<file path="config.mk">
export PLATFORM = sky130hd
export DESIGN_NAME = cst_front
export DESIGN_NICKNAME = d
export VERILOG_FILES = /design/src/rtl/cst_pkg.sv /design/src/rtl/cst_front.sv
export VERILOG_INCLUDE_DIRS = /design/src /design/src/rtl
export SDC_FILE = /design/constraint.sdc
export NUM_CORES = 1
export LEC_CHECK = 0
export BUFFER_PORTS_ARGS = -buffer_cell sky130_fd_sc_hd__buf_2
export CORE_ASPECT_RATIO = 0.6
export CORE_MARGIN = 2
export CORE_UTILIZATION = 25
export DETAILED_ROUTE_END_ITERATION = 8
export SYNTH_ARGS = -nofsm -noshare
export SYNTH_HDL_FRONTEND = slang
export SYNTH_SLANG_ARGS = --single-unit
export TNS_END_PERCENT = 5
</file>
<file path="constraint.sdc">
create_clock -name clk_i -period 4.7 [get_ports clk_i]
set_input_delay 0.47 -clock clk_i [delete_from_list [all_inputs] [get_ports clk_i]]
set_output_delay 0.47 -clock clk_i [all_outputs]
set_load 0.01 [all_outputs]
</file>
<file path="src/rtl/assert_macros.svh">
// Assertion macros shared by the RTL files.
`ifndef ASSERT_MACROS_SVH
`define ASSERT_MACROS_SVH
`ifndef NO_ASSERTIONS
`define CST_ASSERT(label, prop, msg) \
  label: assert property (@(posedge clk_i) disable iff (!rst_ni) (prop)) else $error(msg);
`define CST_ASSERT_NEXT(label, pre, post, msg) \
  label: assert property (@(posedge clk_i) disable iff (!rst_ni) (pre) |=> (post)) else $error(msg);
`else
`define CST_ASSERT(label, prop, msg)
`define CST_ASSERT_NEXT(label, pre, post, msg)
`endif
`endif

</file>
<file path="src/rtl/cst_pkg.sv">
`default_nettype none
package cst_pkg;

  localparam int SLOTS_PER_GROUP = 16;
  localparam int NUM_GROUPS      = 16;
  localparam int TOTAL_SLOTS     = SLOTS_PER_GROUP * NUM_GROUPS;
  localparam int IDX_W = (SLOTS_PER_GROUP > 1) ? $clog2(SLOTS_PER_GROUP) : 1;
  localparam int GRP_W = (NUM_GROUPS > 1) ? $clog2(NUM_GROUPS) : 1;
  localparam int POS_W = (TOTAL_SLOTS > 1) ? $clog2(TOTAL_SLOTS) : 1;
  localparam int CNT_W = $clog2(SLOTS_PER_GROUP + 1);

  typedef enum logic [1:0] {
    OP_INSERT = 2'd0,
    OP_DELETE = 2'd1,
    OP_LOOKUP = 2'd2,
    OP_RSVD   = 2'd3
  } opcode_e;

  typedef enum logic [2:0] {
    STS_OK       = 3'd0,
    STS_BAD_ARG  = 3'd1,
    STS_FULL     = 3'd2,
    STS_BAD_SLOT = 3'd3,
    STS_ABSENT   = 3'd4,
    STS_DENIED   = 3'd5
  } status_e;

  typedef enum logic [2:0] {
    CLS_BAD_ARG,
    CLS_BAD_SLOT,
    CLS_INSERT,
    CLS_DELETE,
    CLS_LOOKUP
  } cls_e;

  typedef enum logic [1:0] {
    BS_IDLE,
    BS_INS_GROUP,
    BS_INS_SLOT,
    BS_CHECK
  } bstate_e;

  typedef struct packed {
    logic [1:0]  opcode;
    logic [31:0] object_id;
    logic        object_is_node;
    logic [7:0]  rights;
    logic [8:0]  slot_id;
    logic [15:0] key;
  } in_req_t;

  typedef struct packed {
    logic [2:0]  status;
    logic [8:0]  out_slot_id;
    logic [15:0] out_key;
    logic [31:0] out_object;
  } out_rsp_t;

  typedef struct packed {
    cls_e             cls;
    logic [POS_W-1:0] pos;
    logic [31:0]      object_id;
    logic [7:0]       rights;
    logic [15:0]      key;
  } work_t;

  typedef struct packed {
    logic [31:0] object_id;
    logic [15:0] key;
    logic [3:0]  rights;
  } entry_t;

endpackage
`default_nettype wire

</file>
<file path="src/rtl/cst_front.sv">
`default_nettype none
module cst_front (
  input  wire logic             clk_i,
  input  wire logic             rst_ni,
  input  wire logic             in_valid_i,
  output logic                  in_stall_o,
  input  wire cst_pkg::in_req_t in_req_i,
  output logic                  work_valid_o,
  output cst_pkg::work_t        work_o,
  input  wire logic             work_pop_i
);
  import cst_pkg::*;

  work_t      fifo_q [2];
  logic       wptr_q, wptr_d, rptr_q, rptr_d;
  logic [1:0] cnt_q, cnt_d;
  work_t      cls_w;
  logic       push;

  // Classify the request so the back end only has to execute it.
  always_comb begin
    cls_w.pos       = POS_W'(in_req_i.slot_id - 9'd1);
    cls_w.object_id = in_req_i.object_id;
    cls_w.rights    = in_req_i.rights;
    cls_w.key       = in_req_i.key;
    case (opcode_e'(in_req_i.opcode))
      OP_INSERT: begin
        if (in_req_i.object_id == 32'd0 || in_req_i.object_is_node ||
            in_req_i.rights[7:4] != 4'd0) begin
          cls_w.cls = CLS_BAD_ARG;
        end else begin
          cls_w.cls = CLS_INSERT;
        end
      end
      OP_DELETE, OP_LOOKUP: begin
        if (in_req_i.slot_id == 9'd0 || {1'b0, in_req_i.slot_id} > 10'(TOTAL_SLOTS)) begin
          cls_w.cls = CLS_BAD_SLOT;
        end else if (opcode_e'(in_req_i.opcode) == OP_DELETE) begin
          cls_w.cls = CLS_DELETE;
        end else begin
          cls_w.cls = CLS_LOOKUP;
        end
      end
      default: cls_w.cls = CLS_BAD_ARG;
    endcase
  end

  assign in_stall_o   = (cnt_q == 2'd2);
  assign push         = in_valid_i && !in_stall_o;
  assign work_valid_o = (cnt_q != 2'd0);
  assign work_o       = fifo_q[rptr_q];

  always_comb begin
    wptr_d = push ? !wptr_q : wptr_q;
    rptr_d = work_pop_i ? !rptr_q : rptr_q;
    cnt_d  = cnt_q + 2'(push) - 2'(work_pop_i);
  end

  always_ff @(posedge clk_i or negedge rst_ni) begin
    if (!rst_ni) begin
      wptr_q <= 1'b0;
      rptr_q <= 1'b0;
      cnt_q  <= 2'd0;
    end else begin
      wptr_q <= wptr_d;
      rptr_q <= rptr_d;
      cnt_q  <= cnt_d;
    end
  end

  always_ff @(posedge clk_i) begin
    if (push) begin
      fifo_q[wptr_q] <= cls_w;
    end
  end

`include "assert_macros.svh"
  `CST_ASSERT(a_pop_nonempty, !work_pop_i || cnt_q != 2'd0, "pop from empty queue")
  `CST_ASSERT(a_cnt_range, cnt_q != 2'd3, "queue count out of range")
  `CST_ASSERT_NEXT(a_cnt_track, push && !work_pop_i, cnt_q == $past(cnt_q) + 2'd1,
    "queue count lost a push")
endmodule
`default_nettype wire

</file>
==> run_results.csv <==
group,metric,value,unit
power_and_ir_drop,p_seq_frac,0.434,
logic_synthesis,yosys_warnings,0,
detailed_routing,drtIter0Drc,193,
clock_tree,htreeDepth,4,
worst_setup_path,r2r_end,"fifo_q[0][61]",
timing,period_share,0.549,
die,die-area,22500,um^2
worst_setup_path,worstPathMaxFanout,68,
clock_tree,hold_buffers,1,
die,die_x,192,um
logic_synthesis,async_reset_ff_frac,0.0290,
status,outcome,"finished, final reports clean",
place,io_buffers,140,
timing,max_freq,388,MHz
power_and_ir_drop,powerDensity,617,nW/um^2
die,rows,41,
logic_synthesis,syn_inst,269,
logic_synthesis,synth_fp_nets,347,
logic_synthesis,yosys.area.top_type,"edfxtp_1",
logic_synthesis,ys.flop_type,"edfxtp_1",
global_routing,antenna_found_initial,0,
clock_tree,numCtsBuffers,17,
power_and_ir_drop,switchingPower,1.22,mW
timing,hold_viol,0,
timing,layout_setup_ws,2120,ps
logic_synthesis,synth.distinct_cells,24,
power_and_ir_drop,p_clk_frac,0.321,
hold_path,hold_start,"in_req_i[25]",
timing,tightest_slew,976,ps
detailed_routing,viasPerCell,4.05,
power_and_ir_drop,intPower,3.08,mW
place,gp_congestion,0.804,
final_layout,final_core_util,0.333,
detailed_routing,ant_nets,0,
job,cap_viol_max_count,0,
worst_setup_path,crit_path_end_kind,"primary output",
worst_setup_path,r2r_start,"cnt_q[1]",
timing,report.final.slew_viol_count,0,
worst_setup_path,reg2reg_depth,4,
clock_tree,insertion_delay,410,ps
detailed_routing,drc,0,
final_layout,synthToLayoutAreaGrowth,31.2,%
place,place_ws,2170,ps
logic_synthesis,synthTopCellsByArea,"edfxtp_1 76%, mux2_2 14%, dfrtp_1 1.9%",
logic_synthesis,synth_top_cell_area_share,0.758,
hold_path,min_path_type,"input port to register",
worst_setup_path,crit_arrival,2110,ps
clock_tree,cts.repair.resized,0,
logic_synthesis,synth_seq_cells,138,
power_and_ir_drop,swShare,0.283,
final_layout,antenna_cells,0,
global_routing,grtUsageTotal,0.100,
logic_synthesis,avgSynthCellArea,19.7,um^2
logic_synthesis,syn_area,5310,um^2
detailed_routing,firstDrtPassIters,4,
detailed_routing,wl_per_cell,15.3,um
timing,clock_skew,8.20,ps
power_and_ir_drop,p_leak,2.59,nW
logic_synthesis,yosysSeqAreaShare,0.777,
final_layout,drive_gt1_frac,0.560,
timing,report.final.setup_viol,0,
clock_tree,post_cts_buffers,0,
worst_setup_path,start_kind,"register",
die,die_height,117,um
clock_tree,clock-root-buffer,"clkbuf_16",
final_layout,fin_nets,500,
die,start_util,0.254,
clock_tree,cts_sinks,138,
detailed_routing,drt_wl_total,10900,um
timing,grt_setup_unrepaired,"false",
global_routing,grt_first_pass_wirelength,16200,um
timing,fin_tns_setup,0,ps
detailed_routing,vias,2885,
worst_setup_path,worstSetupEndpoint,"work_o[38]",
global_routing,grt_pass1_vias,2913,
timing,slew_headroom,0.349,
worst_setup_path,rrSetupSlack,2270,ps
power_and_ir_drop,pwr-share-comb,0.245,
die,top_level_ports,141,
timing,finalCriticalPeriod,2580,ps
clock_tree,cts_tree,"built",
logic_synthesis,synth_edf_count,134,
logic_synthesis,synth_commonest_cells,"134 x edfxtp_1, 67 x mux2_2, 10 x nor4_1",
logic_synthesis,synth.most_common_cell,"edfxtp_1",
place,dp_hpwl,7180,um
power_and_ir_drop,p_total,4.30,mW
worst_setup_path,cp.required,4230,ps
worst_setup_path,critPathLaunch,"rptr_q",
clock_tree,cts.path.max_buffers,2,
die,core-area,20900,um^2
hold_path,hold_depth,1,
power_and_ir_drop,ir_worst_vdd,0.291,mV
global_routing,overflow,0,
worst_setup_path,crit_type,"register to primary output",
global_routing,grt_max_degree,69,
clock_tree,path_clk_slew,60,ps
registers in the layout, summed over array words and instances (netlist names):
name and count:
rptr_q 1, wptr_q 1, fifo_q 134, cnt_q 2
power by group through the flow:
stage	Combinational [mW]	Clock (mW)	Sequential (mW)
finish	1.06	1.38	1.87
global route	1.15	1.48	1.91
CTS	1.09	1.43	1.88
detailed placement	1.08	0	1.91
global placement	1.06	0	1.89
floorplan	0.740	0	1.77
per-stage QoR:
step                      cell area (um^2)  cells  hold WS [ps]
after floorplan                       5310    269           174
after global routing                  6970    713           213
after detailed placement              6350    681           280
after CTS                             6970    713           215
after global placement                6350    681           275
final                                 6970    713           240
critical path, cell delays in order (launching register included):
cell and delay (ps):
dfrtp_4 1030, mux2_2 440, buf_2 140
metal layers:
metal / track usage / wire length, um / vias up
met2: 0.150 / 4950 / 84
li1: - / - / 1365
met5: 0 / 0 / -
met3: 0.0411 / 768 / 10
met4: 0.0458 / 136 / 0
met1: 0.128 / 5080 / 1426
worst min-delay path by stage:
stage	to	slack (ps)
finish	fifo_q[0][16]	240
global route	fifo_q[0][17]	210
CTS	fifo_q[0][17]	210
detailed placement	cnt_q[1]	280
global placement	wptr_q	280
floorplan	cnt_q[0]	170
area by class of cell:
| type | instances | area [um^2] |
|---|---|---|
| sequential | 138 | 4130 |
| clock buffer | 19 | 433 |
| inverter | 7 | 26.3 |
| multi-input combinational | 116 | 1140 |
| fill | 2033 | 14000 |
| timing repair buffer | 142 | 718 |
| clock inverter | 12 | 175 |
| tap | 279 | 349 |
cell usage in the layout (no fill, tap or decap), types with 2 or more instances in the layout:
master	count
xnor2_1	3
nor2_1	3
clkbuf_16	17
nand2b_1	2
clkinv_4	3
nor4_1	10
edfxtp_1	134
nand4_1	2
dfrtp_1	3
clkinv_2	2
bufinv_16	4
nand2_1	5
mux2_2	67
clkinvlp_4	2
inv_1	7
buf_2	140
clkbuf_1	2
xor2_1	6
ha_1	6
o21ai_0	2
cells by family (layout without fill, tap and decap cells):
logic type | Yosys count | count (layout) | share of synthesized area
and+or+nand+nor | 30 | 30 | 0.0363
AOI/OAI and AO/OA | 4 | 4 | 0.00471
adders and majority gates | 6 | 6 | 0.0141
DFF | 138 | 138 | 0.777
xor gates and xnor gates | 9 | 9 | 0.0148
buffers and inverters | 15 | 180 | 0.0113
muxes | 67 | 67 | 0.142
No activity file was read; power rests on OpenSTA's default activity.
